### src/hw/rtl/palette_key_recolor_defines.svh
// ----------------------------------------------------------------------------
// palette key recolor assertion macros
// shared concurrent assertion wrappers, clocked on clk_i, held off in reset
// ----------------------------------------------------------------------------
`ifndef PALETTE_KEY_RECOLOR_DEFINES_SVH
`define PALETTE_KEY_RECOLOR_DEFINES_SVH

// same-cycle implication
`define PRK_ASSERT_NOW(label, ante, cons) \
  label: assert property (@(posedge clk_i) disable iff (!rst_ni) (ante) |-> (cons)) \
    else $error("palette_key_recolor: same-cycle check failed");

// next-cycle implication
`define PRK_ASSERT_NEXT(label, ante, cons) \
  label: assert property (@(posedge clk_i) disable iff (!rst_ni) (ante) |=> (cons)) \
    else $error("palette_key_recolor: next-cycle check failed");

`endif

### src/hw/rtl/prk_pkg.sv
// ----------------------------------------------------------------------------
// prk_pkg
// key colors, shade constants and stage payload types for the recolor pipe
// ----------------------------------------------------------------------------
package prk_pkg;

  localparam int unsigned NumKeys   = 19;
  localparam int unsigned KeyIdxW   = $clog2(NumKeys);
  localparam int unsigned ChanW     = 8;
  localparam int unsigned NumChan   = 3;
  localparam int unsigned PixelW    = 32;
  localparam int unsigned ProdW     = 12;
  localparam int unsigned CfgIdxW   = 2;
  localparam int unsigned RecipW    = 10;

  // shade index that reproduces the reference color itself
  localparam logic [KeyIdxW-1:0] ShadeRef = KeyIdxW'(14);
  // 205 / 1024 gives exact floor(x / 5) for x below 1024
  localparam logic [ChanW-1:0]   Recip5   = ChanW'(205);

  // register indexes
  localparam logic [CfgIdxW-1:0] RegRefRed   = CfgIdxW'(0);
  localparam logic [CfgIdxW-1:0] RegRefGreen = CfgIdxW'(1);
  localparam logic [CfgIdxW-1:0] RegRefBlue  = CfgIdxW'(2);

  // magenta key colors, darkest to lightest
  localparam logic [23:0] KeyTable [NumKeys] = '{
    24'h3F0016, 24'h55002A, 24'h690039, 24'h7B0045, 24'h8C0051,
    24'h9E005D, 24'hB10069, 24'hC30074, 24'hD6007F, 24'hEC008C,
    24'hEE3D96, 24'hEF5BA1, 24'hF172AC, 24'hF287B6, 24'hF49AC1,
    24'hF6ADCD, 24'hF8C1D9, 24'hFAD5E5, 24'hFDE9F1
  };

  typedef logic [NumChan-1:0][ChanW-1:0] ref_color_t;

  // after key match
  typedef struct packed {
    logic               hit;
    logic [KeyIdxW-1:0] key_idx;
    logic [PixelW-1:0]  pixel;
  } prk_match_t;

  // after shade multiply
  typedef struct packed {
    logic                              hit;
    logic                              low_shade;
    logic [NumChan-1:0][ProdW-1:0]     prod;
    logic [PixelW-1:0]                 pixel;
  } prk_prod_t;

endpackage

### src/hw/rtl/palette_key_recolor.sv
// ----------------------------------------------------------------------------
// palette_key_recolor
// palette-swap recolor of one ARGB8888 pixel per transaction
// ----------------------------------------------------------------------------
// Input channel: in_valid_i / in_stall_o with pixel_in_i. Output channel:
// out_valid_o / out_stall_i with pixel_out_o and key_hit_o. Exactly one
// result transaction leaves for every input transaction, in order.
// Config channel: cfg_valid_i / cfg_ready_o with cfg_index_i (0 red, 1 green,
// 2 blue) and cfg_data_i; ready is always high, index 3 is ignored. Write the
// reference color only while the pipe is empty.
// The result passes three registered stages (key match, shade multiply, scale
// and output register). Throughput: one pixel per clock while out_stall_i is
// low, since every stage takes a new pixel whenever its own one moves on.
// Reset clears all valid bits and the reference color to black.
// When out_stall_i is high the result holds; stages behind it keep filling
// bubbles, and in_stall_o rises only once all three stages hold pixels.
// ----------------------------------------------------------------------------
module palette_key_recolor (
  input  logic                         clk_i,
  input  logic                         rst_ni,
  input  logic                         in_valid_i,
  output logic                         in_stall_o,
  input  logic [prk_pkg::PixelW-1:0]   pixel_in_i,
  output logic                         out_valid_o,
  input  logic                         out_stall_i,
  output logic [prk_pkg::PixelW-1:0]   pixel_out_o,
  output logic                         key_hit_o,
  input  logic                         cfg_valid_i,
  output logic                         cfg_ready_o,
  input  logic [prk_pkg::CfgIdxW-1:0]  cfg_index_i,
  input  logic [prk_pkg::ChanW-1:0]    cfg_data_i
);
  import prk_pkg::*;

  `include "palette_key_recolor_defines.svh"

  ref_color_t ref_q;
  logic       s1_ready, s1_valid;
  logic       s2_ready, s2_valid;
  logic       s3_ready;
  prk_match_t s1_data;
  prk_prod_t  s2_data;

  // reference color registers
  assign cfg_ready_o = 1'b1;

  always_ff @(posedge clk_i or negedge rst_ni) begin
    if (!rst_ni) begin
      ref_q <= '0;
    end else if (cfg_valid_i && cfg_ready_o) begin
      case (cfg_index_i)
        RegRefRed:   ref_q[0] <= cfg_data_i;
        RegRefGreen: ref_q[1] <= cfg_data_i;
        RegRefBlue:  ref_q[2] <= cfg_data_i;
        default:     ref_q    <= ref_q;
      endcase
    end
  end

  // pipe stages
  prk_key_match u_match (
    .clk_i       (clk_i),
    .rst_ni      (rst_ni),
    .in_valid_i  (in_valid_i),
    .in_ready_o  (s1_ready),
    .pixel_i     (pixel_in_i),
    .out_valid_o (s1_valid),
    .out_ready_i (s2_ready),
    .out_data_o  (s1_data)
  );

  prk_shade_mul u_mul (
    .clk_i       (clk_i),
    .rst_ni      (rst_ni),
    .ref_color_i (ref_q),
    .in_valid_i  (s1_valid),
    .in_ready_o  (s2_ready),
    .in_data_i   (s1_data),
    .out_valid_o (s2_valid),
    .out_ready_i (s3_ready),
    .out_data_o  (s2_data)
  );

  prk_shade_out u_out (
    .clk_i       (clk_i),
    .rst_ni      (rst_ni),
    .ref_color_i (ref_q),
    .in_valid_i  (s2_valid),
    .in_ready_o  (s3_ready),
    .in_data_i   (s2_data),
    .out_valid_o (out_valid_o),
    .out_stall_i (out_stall_i),
    .pixel_o     (pixel_out_o),
    .key_hit_o   (key_hit_o)
  );

  assign in_stall_o = !s1_ready;

  // a replaced pixel is always a visible one
  `PRK_ASSERT_NOW(a_hit_visible, out_valid_o && key_hit_o, pixel_out_o[31:24] != 8'h00)
  // back-pressure only when the whole pipe is full behind a stalled result
  `PRK_ASSERT_NOW(a_stall_full, in_stall_o, out_valid_o && out_stall_i && s1_valid && s2_valid)
  // a taken result with nothing in the multiply stage leaves the output empty
  `PRK_ASSERT_NEXT(a_drain, out_valid_o && !out_stall_i && !s2_valid, !out_valid_o)

endmodule

### src/hw/rtl/prk_key_match.sv
// ----------------------------------------------------------------------------
// prk_key_match
// first stage: compares the pixel rgb against the key colors
// ----------------------------------------------------------------------------
module prk_key_match (
  input  logic                      clk_i,
  input  logic                      rst_ni,
  input  logic                      in_valid_i,
  output logic                      in_ready_o,
  input  logic [prk_pkg::PixelW-1:0] pixel_i,
  output logic                      out_valid_o,
  input  logic                      out_ready_i,
  output prk_pkg::prk_match_t       out_data_o
);
  import prk_pkg::*;

  logic       valid_q;
  prk_match_t data_d, data_q;
  logic       any_match;
  logic [KeyIdxW-1:0] idx;

  // keys are distinct, so an or of the matching indexes is the index
  always_comb begin
    any_match = 1'b0;
    idx       = '0;
    for (int unsigned k = 0; k < NumKeys; k++) begin
      if (pixel_i[23:0] == KeyTable[k]) begin
        any_match = 1'b1;
        idx       = idx | KeyIdxW'(k);
      end
    end
    data_d.hit     = any_match && (pixel_i[31:24] != 8'h00);
    data_d.key_idx = idx;
    data_d.pixel   = pixel_i;
  end

  assign in_ready_o = !valid_q || out_ready_i;

  // stage valid
  always_ff @(posedge clk_i or negedge rst_ni) begin
    if (!rst_ni) begin
      valid_q <= 1'b0;
    end else if (in_ready_o) begin
      valid_q <= in_valid_i;
    end
  end

  // stage payload
  always_ff @(posedge clk_i) begin
    if (in_ready_o && in_valid_i) begin
      data_q <= data_d;
    end
  end

  assign out_valid_o = valid_q;
  assign out_data_o  = data_q;

endmodule

### src/hw/rtl/prk_shade_mul.sv
// ----------------------------------------------------------------------------
// prk_shade_mul
// second stage: per-channel shade product from key index and reference color
// ----------------------------------------------------------------------------
module prk_shade_mul (
  input  logic                  clk_i,
  input  logic                  rst_ni,
  input  prk_pkg::ref_color_t   ref_color_i,
  input  logic                  in_valid_i,
  output logic                  in_ready_o,
  input  prk_pkg::prk_match_t   in_data_i,
  output logic                  out_valid_o,
  input  logic                  out_ready_i,
  output prk_pkg::prk_prod_t    out_data_o
);
  import prk_pkg::*;

  logic               valid_q;
  prk_prod_t          data_d, data_q;
  logic               low_shade;
  logic [KeyIdxW-1:0] factor;

  // darker shades scale c by (k+2)/16, lighter ones blend (255-c) by (k-14)/5
  assign low_shade = (in_data_i.key_idx <= ShadeRef);
  assign factor    = low_shade ? (in_data_i.key_idx + KeyIdxW'(2))
                               : (in_data_i.key_idx - ShadeRef);

  always_comb begin
    data_d.hit       = in_data_i.hit;
    data_d.low_shade = low_shade;
    data_d.pixel     = in_data_i.pixel;
    for (int unsigned c = 0; c < NumChan; c++) begin
      logic [ChanW-1:0] base;
      base           = low_shade ? ref_color_i[c] : (8'hFF - ref_color_i[c]);
      data_d.prod[c] = ProdW'(base) * ProdW'(factor);
    end
  end

  assign in_ready_o = !valid_q || out_ready_i;

  // stage valid
  always_ff @(posedge clk_i or negedge rst_ni) begin
    if (!rst_ni) begin
      valid_q <= 1'b0;
    end else if (in_ready_o) begin
      valid_q <= in_valid_i;
    end
  end

  // stage payload
  always_ff @(posedge clk_i) begin
    if (in_ready_o && in_valid_i) begin
      data_q <= data_d;
    end
  end

  assign out_valid_o = valid_q;
  assign out_data_o  = data_q;

endmodule

### src/hw/rtl/prk_shade_out.sv
// ----------------------------------------------------------------------------
// prk_shade_out
// last stage: scales the products into channels and holds the result
// ----------------------------------------------------------------------------
module prk_shade_out (
  input  logic                       clk_i,
  input  logic                       rst_ni,
  input  prk_pkg::ref_color_t        ref_color_i,
  input  logic                       in_valid_i,
  output logic                       in_ready_o,
  input  prk_pkg::prk_prod_t         in_data_i,
  output logic                       out_valid_o,
  input  logic                       out_stall_i,
  output logic [prk_pkg::PixelW-1:0] pixel_o,
  output logic                       key_hit_o
);
  import prk_pkg::*;

  logic                           valid_q;
  logic [PixelW-1:0]              pixel_d, pixel_q;
  logic                           hit_q;
  logic [NumChan-1:0][ChanW-1:0]  shade;

  // low shades: product / 16; high shades: c + product / 5
  always_comb begin
    for (int unsigned c = 0; c < NumChan; c++) begin
      logic [RecipW+ChanW-1:0] scaled;
      scaled = in_data_i.prod[c][RecipW-1:0] * Recip5;
      if (in_data_i.low_shade) begin
        shade[c] = in_data_i.prod[c][ProdW-1:4];
      end else begin
        shade[c] = ref_color_i[c] + scaled[RecipW+ChanW-1:RecipW];
      end
    end
    pixel_d = in_data_i.hit ? {in_data_i.pixel[31:24], shade[0], shade[1], shade[2]}
                            : in_data_i.pixel;
  end

  assign in_ready_o = !valid_q || !out_stall_i;

  // output valid
  always_ff @(posedge clk_i or negedge rst_ni) begin
    if (!rst_ni) begin
      valid_q <= 1'b0;
    end else if (in_ready_o) begin
      valid_q <= in_valid_i;
    end
  end

  // output payload
  always_ff @(posedge clk_i) begin
    if (in_ready_o && in_valid_i) begin
      pixel_q <= pixel_d;
      hit_q   <= in_data_i.hit;
    end
  end

  assign out_valid_o = valid_q;
  assign pixel_o     = pixel_q;
  assign key_hit_o   = hit_q;

endmodule
### config.mk
export PLATFORM = sky130hd
export DESIGN_NAME = palette_key_recolor
export DESIGN_NICKNAME = d
export VERILOG_FILES = /design/src/hw/rtl/prk_pkg.sv /design/src/hw/rtl/palette_key_recolor.sv /design/src/hw/rtl/prk_key_match.sv /design/src/hw/rtl/prk_shade_mul.sv /design/src/hw/rtl/prk_shade_out.sv
export VERILOG_INCLUDE_DIRS = /design/src /design/src/hw/rtl
export SDC_FILE = /design/constraint.sdc
export NUM_CORES = 1
export LEC_CHECK = 0
export BUFFER_PORTS_ARGS = -buffer_cell sky130_fd_sc_hd__buf_2
export CAP_MARGIN = 20
export CORE_ASPECT_RATIO = 1.25
export CORE_UTILIZATION = 40
export CTS_CLUSTER_SIZE = 8
export DETAILED_ROUTE_END_ITERATION = 16
export HOLD_SLACK_MARGIN = 0.1
export PLACE_DENSITY_LB_ADDON = 0.25
export REMOVE_ABC_BUFFERS = 1
export SYNTH_ARGS = -nofsm -noshare
export SYNTH_HDL_FRONTEND = slang
export SYNTH_HIERARCHICAL = 1
export SYNTH_SLANG_ARGS = --single-unit
### constraint.sdc
create_clock -name clk_i -period 10.4 [get_ports clk_i]
set_clock_uncertainty 0.1 [all_clocks]
set_input_delay 2.08 -clock clk_i [delete_from_list [all_inputs] [get_ports clk_i]]
set_output_delay 2.08 -clock clk_i [all_outputs]
set_load 0.05 [all_outputs]
Word level (Yosys, flattened, before mapping):

Cells that the tools add are included.

* bits in registers: 168
* word-level logic and storage cells: 117
* output and inout port bits: 36
* bits of input ports: 47

* reduce and logical (&&, ||, !) cells: 18
* $lt $le $gt $ge: 1
* multiplexer cells: 44
* eq/ne operators: 21
* multiply operators: 6
* add/sub/neg operators: 8

Operator list (count)
* equality test 24 bit, second input constant: 15
* equality test 24 x 23 -> 1 bit, second input constant: 3
* multiplier 10 x 8 -> 18 bit, second input constant: 3
* 2-to-1 mux 8 bit: 6
* multiplier 8 x 5 -> 12 bit: 3
* 2-to-1 mux 4 bit: 8
* adder 8 bit: 3
* equality test 24 x 22 -> 1 bit, second input constant: 1
* 2-to-1 mux 24 bit: 1
* subtractor 8 bit, first input constant: 3
* 2-to-1 mux 1 bit: 20
* 2-to-1 mux 5 bit: 3
* 2-to-1 mux 3 bit: 4
* nonzero test 8 bit: 1
* AND reduction 2 bit: 3
* adder 5 x 2 -> 5 bit, second input constant: 1
* <= comparator 5 x 4 -> 1 bit, second input constant: 1
* zero test 1 bit: 5
* subtractor 5 x 4 -> 5 bit, second input constant: 1
* logical AND 1 bit: 4
* 2-to-1 mux 2 bit: 2
* logical OR 1 bit: 3
* OR reduction 3 bit: 1
* equality test 2 x 1 -> 1 bit, second input constant: 1
* 2 further kinds: 2

Logic depth before layout (Yosys ltp):

Gate-level depths: netlist of run 1.

* depth in word-level cells: 21
* depth in mapped cells: 24
* mapped depth without buffers: 24

Cells and area by module:

Netlist of run 1, hierarchy kept.

Modules (own cells, without submodules)
* prk_shade_out: area each 6497.5 µm², instances 1, seq. area each 1016.0 µm², cells each 698
* prk_shade_mul: area each 5950.7 µm², instances 1, seq. area each 2127.0 µm², cells each 556
* prk_key_match: area each 2013.2 µm², instances 1, seq. area each 1166.1 µm², cells each 175
* palette_key_recolor: area each 927.1 µm², instances 1, seq. area each 600.6 µm², cells each 54

Least setup slack after synthesis of run 1:

OpenSTA, ideal clock, no wires.

* path type: reg2reg
* from: register u_mul.data_q (netlist bit u_mul/out_data_o[47])
* to: register u_out.pixel_q[15] (netlist: u_out/pixel_o[15]) (data pin)
* required time: 10044 ps
* data arrival time: 4912 ps
* cell stages (with the launch flop): 22
* path buffers: 0
* slack: 5132 ps
* cell sequence: edfxtp_1 > ha_1 > inv_1 > fa_1 > inv_1 > fa_1 > inv_1 > fa_1 > inv_1 > ha_1 > a21oi_1 > a21boi_1 > o21a_1 > nor2_1 > xnor2_1 > ha_1 > and3_1 > a221o_1 > o41a_1 > xnor3_1 > nor2_1 > o22a_1

* cells in the longest elaborated chain, start to end: 4

Ends and longest elaborated chain
* start: declaration: line prk_shade_mul.sv:19 `prk_prod_t data_d, data_q;`
* start signal: assignment: line prk_shade_mul.sv:53 `data_q <= data_d;`
* multiplier 10 x 8 -> 18 bit: line prk_shade_out.sv:28 `scaled = in_data_i.prod[c][RecipW-1:0] * Recip5;`
* adder 8 bit: line prk_shade_out.sv:32 `shade[c] = ref_color_i[c] + scaled[RecipW+ChanW-1:RecipW];`
* 2-to-1 mux 8 bit: line prk_shade_out.sv:29 `if (in_data_i.low_shade) begin`
* 2-to-1 mux 24 bit: line prk_shade_out.sv:35 `pixel_d = in_data_i.hit ? {in_data_i.pixel[31:24], shade[0], shade[1], shade[2]}`
* via u_out.pixel_d[15]: line prk_shade_out.sv:20 `logic [PixelW-1:0] pixel_d, pixel_q;`
* end signal: assignment: line prk_shade_out.sv:53 `pixel_q <= pixel_d;`
* end: declaration: line prk_shade_out.sv:20

The timed path passes the listed nets, and every way through them passes these cells.
A chain may end at the register's enable or synchronous reset.

==> results.sh, run 1 <==
export IMPL_outcome="finished, final reports clean"
export IMPL_viasPerCell=5.13
export IMPL_die_w_um=177
export IMPL_dp_slack_ns=4.03
export IMPL_cpPeakStageDelay_ns=0.88
export IMPL_grt_util_all_layers=0.187
export IMPL_critical_path_max_fanout=28
export IMPL_ys_seq_area_frac=0.319
export IMPL_coreArea_um2=37600
export IMPL_synth_edf_count=141
export IMPL_grt_max_degree=71
export IMPL_grt_overflow=0
export IMPL_rows=79
export IMPL_drc=0
export IMPL_slowest_stage="or2_2"
export IMPL_syn_area_per_cell_um2=10.4
export IMPL_num_vias=10570
export IMPL_antenna_found_initial=1
export IMPL_worstPathRequired_ns=10.48
export IMPL_ys_ff_latch=168
export IMPL_drtIter0Drc=625
export IMPL_finalCritPeriodShare=0.614
export IMPL_clock_path_buffers=2
export IMPL_nNetsFinal=1939
export IMPL_synth_warnings=6
export IMPL_yosysTopAreaCell="edfxtp_1"
export IMPL_wl_mm=34.8
export IMPL_diodes=0
export IMPL_hp_class="register to register"
export IMPL_gp_congestion=0.910
export IMPL_ios=83
export IMPL_cts_sinks=168
export IMPL_holdBufCountCts=0
export IMPL_wire_per_inst_um=16.9
export IMPL_dieArea_um2=39300
export IMPL_hold_violations=0
export IMPL_layout_min_cycle_time_ns=6.39
export IMPL_dp_hpwl_mm=28.3
export IMPL_yosysMostFrequentCell="inv_1"
export IMPL_synth_area_top_cells="edfxtp_1 (28%), ha_1 (18%), fa_1 (14%)"
export IMPL_yosys_top_cells_count="inv_1 (232), ha_1 (227), nor2_1 (151)"
export IMPL_slew_viol_final=0
export IMPL_maxCapViolations=0
export IMPL_post_cts_setup_buffers=0
export IMPL_cts_max_level=4
export IMPL_synth_cells=1483
export IMPL_crit_arrival_ns=6.47
export IMPL_postRouteAntennaNets=0
export IMPL_grt_pass1_wl_mm=56.8
export IMPL_hold_slack_ns=0.320
export IMPL_async_flop_share=0.161
export IMPL_initial_core_util=0.410
export IMPL_synth_top_area_share=0.275
export IMPL_tns_ns=0
export IMPL_cts_tree="yes"
export IMPL_first_pass_iters=5
export IMPL_cts_buffers=17
export IMPL_timing_fmax_mhz=157
export IMPL_grt_pass1_vias=10972
export IMPL_synthDistinctLibCells=74
export IMPL_crit_chain="ha_1 > a21oi_2 > or2_2 > xor2_1 > or2_2 > fa_1 > fa_1 > fa_1 > inv_1 > ha_1 > a21o_1 > a21oi_1 > o21ai_0 > o41ai_1 > xnor2_1"
export IMPL_critical_path_endpoint_type="register"
export IMPL_worstMarginPinSlew_ns=1.13
export IMPL_synthFlopType="edfxtp_1"
export IMPL_syn_to_final_growth_pct=9.55
export IMPL_worstSetupPathType="register to register"
export IMPL_cp_common_cell="fa_1"
export IMPL_io_buffer_count=81
export IMPL_syn_cell_area_um2=15400
export IMPL_cts_root_buf="clkbuf_16"
export IMPL_layout_drive_gt1_share=0.112
export IMPL_finalSetupViolations=0
export IMPL_post_cts_resized=0
export IMPL_die_h_um=221
export IMPL_clock_latency_ns=0.43
export IMPL_worstSetupStartpointType="register"
export IMPL_slew_headroom=0.244
export IMPL_rsz0062_at_grt="no"
export IMPL_fin_ws_ns=4.01
export IMPL_path_clk_slew_ns=0.07
==> critical path: cells and delay by family, from the launching register on <==
| family | cells | cell delay [ns] |
|---|---|---|
| flip-flops | 1 | 0.77 |
| buffers and inverters | 1 | 0.04 |
| adder cells (fa/ha/maj) | 5 | 2.36 |
| AO/OA/AOI/OAI | 5 | 1.18 |
| XOR/XNOR | 2 | 0.40 |
| AND/OR/NAND/NOR | 2 | 1.27 |
==> path summary, 6_finish.rpt <==
| path | depth (start not counted) | start | to | slack (ns) |
|---|---|---|---|---|
| max | 15 | u_match/out_data_o[33] | u_mul/out_data_o[66] | 4.01 |
| min | 0 | u_match/out_data_o[25] | u_mul/out_data_o[25] | 0.32 |
| max reg2reg | 15 | u_match/out_data_o[33] | u_mul/out_data_o[66] | 4.01 |
| min reg2reg | 0 | u_match/out_data_o[25] | u_mul/out_data_o[25] | 0.32 |
| max in group asynchronous | 1 | rst_ni | ref_q[8] | 8.17 |
| min in group asynchronous | 1 | rst_ni | ref_q[6] | 1.59 |
==> metal layers <==
layer / global-route usage / wire length (um)
met3: 0.0285 / 1250
met5: 0 / 10
met2: 0.319 / 17300
met4: 0.0736 / 1090
met1: 0.235 / 15200
==> stage by stage <==
| stage | instances | cell area (um2) | utilization |
|---|---|---|---|
| after floorplan | 1457 | 15200 | - |
| after global placement | 2028 | 16300 | 0.433 |
| after detailed placement | 2028 | 16300 | 0.433 |
| after CTS | 2060 | 16900 | 0.449 |
| after global routing | 2060 | 16900 | 0.449 |
| final | 2060 | 16900 | 0.449 |
==> sequential cells by signal, summed over array words and instances (netlist names) <==
register and count:
u_mul/out_data_o 70, u_out/pixel_o 32, u_out/out_valid_o 1, u_mul/out_valid_o 1, u_out/key_hit_o 1, ref_q 24
u_match/out_valid_o 1, u_match/out_data_o 38
==> area by class of cell <==
cell class,count,area [um2]
multi-input combinational,1057,9450
timing repair buffer,85,435
clock buffer,19,433
fill,3606,20700
sequential,168,4910
clock inverter,13,149
inverter,232,871
tap,486,608
==> cells by family after synthesis <==
family | after synthesis | share of synthesized area
compound gates | 169 | 0.0674
xor+xnor | 106 | 0.0666
fa+ha+maj | 331 | 0.320
buf+inv | 258 | 0.0671
flops | 168 | 0.319
mux | 34 | 0.0243
other cells | 1 | 0.000244
simple gates | 416 | 0.135
==> cells in the final DEF, fill, tap and decap left out, types with 7 or more instances in the layout <==
cell,count
nor2_1,151
nor3_1,22
nand2_1,80
nand2b_1,28
nand4_1,17
nor2b_1,13
o21a_1,13
mux2i_1,7
clkbuf_16,17
and2_1,7
nand3_1,22
ha_1,227
fa_1,104
xor2_1,31
a21oi_1,68
or2_2,7
dfrtp_1,27
xnor2_1,63
o21ai_1,16
o21ai_0,18
edfxtp_1,141
xor2_2,9
a31oi_1,7
a21o_1,9
nor4_1,15
mux2_2,27
buf_2,81
inv_1,232
Power of run 1 is not shown: default switching activity piles up to over one toggle a cycle in this logic, so the estimate is an artifact.
==> inputs of run 2 (changes only) <==
ABC_AREA = 1   (was default)
clock period = 6.4 ns   (was 10.4 ns; I/O delays follow)
==> results.sh, run 2 <==
export IMPL_critical_path_max_fanout=4
export IMPL_clock_latency_ns=0.44
export IMPL_hold_violations=0
export IMPL_synth_area_top_cells="edfxtp_1 (25%), ha_1 (17%), fa_1 (12%)"
export IMPL_grt_max_degree=42
export IMPL_cts_sinks=168
export IMPL_clock_path_buffers=2
export IMPL_finalCritPeriodShare=0.832
export IMPL_nNetsFinal=2408
export IMPL_slew_headroom=0.297
export IMPL_outcome="finished, final reports clean"
export IMPL_holdBufCountCts=0
export IMPL_regToRegStartpoint="u_mul/out_data_o[50]"
export IMPL_async_flop_share=0.161
export IMPL_final_common_cell="nand2_1"
export IMPL_ys_seq_area_frac=0.294
export IMPL_r2r_cells=25
export IMPL_post_cts_setup_buffers=0
export IMPL_rrSetupSlack_ns=1.08
export IMPL_drtIter0Drc=687
export IMPL_ys_ff_latch=168
export IMPL_synth_edf_count=141
export IMPL_grt_util_all_layers=0.199
export IMPL_instances_no_fill=2595
export IMPL_cts_tree="yes"
export IMPL_cts_root_buf="clkbuf_16"
export IMPL_min_delay_path_depth=0
export IMPL_crit_arrival_ns=5.42
export IMPL_yosysMostFrequentCell="nand2_1"
export IMPL_yosysTopAreaCell="edfxtp_1"
export IMPL_syn_cell_area_um2=16700
export IMPL_fin_util=0.445
export IMPL_grt_pass1_vias=13129
export IMPL_gp_congestion=0.895
export IMPL_critPathBufInv=2
export IMPL_synthDistinctLibCells=50
export IMPL_viasPerCell=4.92
export IMPL_hold_end="u_mul/out_data_o[15]"
export IMPL_tns_ns=0
export IMPL_placedCellCount=2563
export IMPL_fin_ws_ns=1.08
export IMPL_synth_warnings=6
export IMPL_cp_top_family="adder cells"
export IMPL_path_clk_slew_ns=0.08
export IMPL_worstSetupStartpointType="register"
export IMPL_slew_viol_final=0
export IMPL_die_h_um=231
export IMPL_layout_drive_gt1_share=0.118
export IMPL_fillers=4058
export IMPL_grt_pass1_wl_mm=66.2
export IMPL_mostFrequentLayoutCells="nand2_1 (414), inv_1 (347), ha_1 (227)"
export IMPL_postRouteAntennaNets=0
export IMPL_reg2reg_to="u_out/pixel_o[14]"
export IMPL_synthFlopType="edfxtp_1"
export IMPL_drc=0
export IMPL_grt_overflow=0
export IMPL_slowest_stage="edfxtp_1"
export IMPL_syn_to_final_growth_pct=9.52
export IMPL_syn_area_per_cell_um2=8.58
export IMPL_worstMarginPinSlew_ns=1.05
export IMPL_coreArea_um2=41100
export IMPL_rows=83
export IMPL_wire_per_inst_um=15.6
export IMPL_timing_fmax_mhz=188
export IMPL_hp_class="register to register"
export IMPL_num_vias=12772
export IMPL_cts_max_level=4
export IMPL_dp_slack_ns=1.12
export IMPL_min_from="u_match/out_data_o[15]"
export IMPL_synth_top_area_share=0.253
export IMPL_cp_common_cell="nand2_1"
export IMPL_dieArea_um2=42600
export IMPL_synth_cells=1950
export IMPL_ios=83
export IMPL_worstSetupPathType="register to register"
export IMPL_antenna_found_initial=1
export IMPL_io_buffer_count=81
export IMPL_maxCapViolations=0
export IMPL_yosys_top_cells_count="nand2_1 (414), inv_1 (347), ha_1 (227)"
export IMPL_post_cts_resized=0
export IMPL_cts_buffers=17
export IMPL_layout_min_cycle_time_ns=5.32
export IMPL_critical_path_endpoint_type="register"
export IMPL_diodes=0
export IMPL_wl_mm=40.4
export IMPL_cpPeakStageDelay_ns=0.53
export IMPL_rsz0062_at_grt="no"
export IMPL_finalSetupViolations=0
export IMPL_initial_core_util=0.407
export IMPL_largest_reg_flops=70
export IMPL_first_pass_iters=5
export IMPL_dp_hpwl_mm=33.1
export IMPL_worstPathRequired_ns=6.50
export IMPL_die_w_um=185
-- run 2: cell types whose count changed in the layout (fill, tap and decap cells not counted), sizes merged, moves of 13 or more --
| cell | previous run | this run |
|---|---|---|
| xnor2 | 65 | 37 |
| nor4 | 16 | 1 |
| inv | 242 | 392 |
| nand4 | 17 | 32 |
| nand2b | 28 | 0 |
| a21oi | 70 | 90 |
| nor2b | 13 | 0 |
| nand3 | 23 | 92 |
| mux2 | 27 | 0 |
| nand2 | 80 | 433 |
| nor3 | 24 | 6 |
| nor2 | 151 | 237 |
-- run 2: per-layer routing --
metal,up-vias,GRT usage,share of wire
li1,6364,-,-
met1,6009,0.248,0.43
met2,323,0.349,0.49
met3,76,0.0267,0.046
met4,0,0.0728,0.032
met5,-,0,0
-- run 2: worst max-delay path by stage --
stage          depth (start not counted)            startpoint                  end  slack, ns
2_1_floorplan                          3           out_stall_i  u_mul/out_data_o[0]       0.99
3_5_place_dp                          25  u_mul/out_data_o[50]    u_out/pixel_o[14]       1.12
3_3_place_gp                          25  u_mul/out_data_o[50]    u_out/pixel_o[14]       1.16
5_1_grt                               25  u_mul/out_data_o[50]    u_out/pixel_o[14]       0.78
4_1_cts                               25  u_mul/out_data_o[50]    u_out/pixel_o[14]       1.09
6_report                              25  u_mul/out_data_o[50]    u_out/pixel_o[14]       1.08
-- run 2: kinds of logic after synthesis --
group	share of synthesized area
other cells	0.000224
simple gates	0.213
fa+ha+maj	0.294
compound gates	0.0511
flops	0.294
buf+inv	0.0995
xor+xnor	0.0483
-- run 2: worst reg2reg max path: stages, from the launching register on --
cell and delay, ns:
edfxtp_1 0.53, ha_1 0.39, fa_1 0.47, fa_1 0.49, inv_1 0.05, fa_1 0.47, inv_1 0.04, ha_1 0.30
a21oi_1 0.20, nand3_1 0.16, a21oi_1 0.19, xnor2_1 0.14, ha_1 0.24, fa_1 0.45, nand2_1 0.08, nand2_1 0.05
nand2_1 0.07, nand2_1 0.06, nand2_1 0.08, nand2_1 0.06, a21oi_1 0.16, nor2_1 0.06, nor2_1 0.08, nand2_1 0.06
nand2_1 0.05, nand2_1 0.05
-- run 2: through the flow --
step	cell area (um2)	hold WS (ns)
floorplan	16500	0.300
global placement	17700	0.301
detailed placement	17700	0.305
CTS	18300	0.315
global route	18300	0.316
finish	18300	0.315
-- run 2: cell type report --
cell class | instances | area [um2] | area share
tap | 552 | 691 | 0.0377
sequential | 168 | 4910 | 0.268
clock inverter | 15 | 196 | 0.0107
multi-input combinational | 1369 | 10200 | 0.556
timing repair buffer | 88 | 458 | 0.0250
inverter | 386 | 1450 | 0.0792
clock buffer | 17 | 425 | 0.0232
Power of run 2 is left out for the same reason.
==> inputs of run 3 (changes only) <==
clock period = 4.4 ns   (was 6.4 ns; I/O delays follow)
==> results.sh, run 3 (same netlist as run 2, synthesis figures left out) <==
export IMPL_outcome="finished with violations"
export IMPL_violations="setup timing"
export IMPL_rows=83
export IMPL_grt_max_degree=71
export IMPL_drc=0
export IMPL_largest_reg_flops=70
export IMPL_critical_path_endpoint_type="register"
export IMPL_cp_common_cell="nand2_2"
export IMPL_grt_overflow=0
export IMPL_fin_ws_ns=-0.546
export IMPL_worstPathRequired_ns=4.49
export IMPL_layout_min_cycle_time_ns=4.95
export IMPL_num_vias=14079
export IMPL_clock_path_buffers=2
export IMPL_die_w_um=185
export IMPL_final_common_cell="nand2_1"
export IMPL_grt_util_all_layers=0.219
export IMPL_slowest_stage="edfxtp_1"
export IMPL_critPathLaunch="u_mul/out_data_o[59]"
export IMPL_cts_tree="yes"
export IMPL_slew_viol_final=0
export IMPL_grt_pass1_vias=14272
export IMPL_dp_hpwl_mm=35.4
export IMPL_top_layer_used="met4"
export IMPL_viasPerCell=4.86
export IMPL_worstSetupStartpointType="register"
export IMPL_wl_mm=46.0
export IMPL_worstMarginPinSlew_ns=0.973
export IMPL_grt_pass1_wl_mm=72.1
export IMPL_rrSetupSlack_ns=-0.55
export IMPL_antenna_found_initial=1
export IMPL_dp_slack_ns=-0.734
export IMPL_hp_class="register to register"
export IMPL_cp_top_family="adder cells"
export IMPL_path_depth=26
export IMPL_regToRegStartpoint="u_mul/out_data_o[59]"
export IMPL_cts_root_buf="clkbuf_16"
export IMPL_wire_per_inst_um=15.9
export IMPL_dieArea_um2=42600
export IMPL_slew_headroom=0.351
export IMPL_crit_arrival_ns=5.04
export IMPL_cts_max_level=4
export IMPL_die_h_um=231
export IMPL_gp_congestion=0.898
export IMPL_postRouteAntennaNets=0
export IMPL_holdBufCountCts=0
export IMPL_r2r_cells=26
export IMPL_maxCapViolations=0
export IMPL_hold_violations=0
export IMPL_syn_to_final_growth_pct=33.9
export IMPL_rsz0062_at_grt="yes"
export IMPL_worstSetupPathType="register to register"
export IMPL_finalSetupViolations=20
export IMPL_coreArea_um2=41100
export IMPL_m1WireLength_mm=19.4
export IMPL_diodes=0
export IMPL_routed_wl_met2_mm=23.4
export IMPL_first_pass_iters=5
export IMPL_critPathBufInv=6
export IMPL_io_buffer_count=81
export IMPL_cts_sinks=168
export IMPL_endpoint="u_out/pixel_o[5]"
export IMPL_cpPeakStageDelay_ns=0.51
export IMPL_finalCritPeriodShare=1.12
export IMPL_initial_core_util=0.407
export IMPL_drtIter0Drc=596
export IMPL_wl_met3_mm=1.85
export IMPL_mostFrequentLayoutCells="nand2_1 (362), inv_1 (317), buf_4 (274)"
export IMPL_cts_buffers=17
export IMPL_nNetsFinal=2709
export IMPL_critical_path_max_fanout=4
export IMPL_layout_drive_gt1_share=0.344
export IMPL_clock_latency_ns=0.45
export IMPL_reg2reg_to="u_out/pixel_o[5]"
export IMPL_path_clk_slew_ns=0.08
export IMPL_ios=83
export IMPL_timing_fmax_mhz=202
==> run 3: per-layer routing <==
metal	global-route usage	up-vias
met1	0.274	6755
met3	0.0256	77
met4	0.0749	0
li1	-	6959
met5	0	-
met2	0.387	288
==> run 3: repair_timing <==
item | 4_1_cts | 5_1_grt
gates resized for setup | 158 | 224
buffers inserted | 29 | 25
pin swaps | 87 | 178
cloned | 1 | 0
endpoints found under the setup margin | 38 | 40
==> run 3: area by class of cell <==
cell class	count	area, um2
Clock inverter	14	178
Timing Repair Buffer	388	2910
Clock buffer	18	429
Tap cell	552	691
Multi-Input combinational cell	1370	11800
Inverter	386	1460
Sequential cell	168	4910
Fill cell	3679	18700
==> run 3: worst min path at each step <==
stage | start | endpoint | cells past startpoint
finish | u_match/out_data_o[3] | u_mul/out_data_o[3] | 0
global route | u_match/out_data_o[11] | u_mul/out_data_o[11] | 0
CTS | u_match/out_data_o[3] | u_mul/out_data_o[3] | 0
detailed placement | u_match/out_data_o[25] | u_mul/out_data_o[25] | 0
global placement | u_match/out_data_o[3] | u_mul/out_data_o[3] | 0
floorplan | u_match/out_data_o[0] | u_mul/out_data_o[0] | 0
==> run 3: through the flow <==
| step | TNS (ns) | instances | cell area [um2] | util | hold WS (ns) |
|---|---|---|---|---|---|
| 2_1_floorplan | -49.11 | 1923 | 16500 | - | 0.300 |
| 3_5_place_dp | -11.70 | 2816 | 19700 | 0.478 | 0.305 |
| 5_1_grt | -11.38 | 2896 | 22400 | 0.544 | 0.318 |
| 4_1_cts | -5.60 | 2876 | 21200 | 0.514 | 0.313 |
| 3_3_place_gp | -9.64 | 2815 | 19600 | 0.477 | 0.301 |
| 6_report | -7.11 | 2896 | 22400 | 0.544 | 0.310 |
Power of run 3 is left out for the same reason.
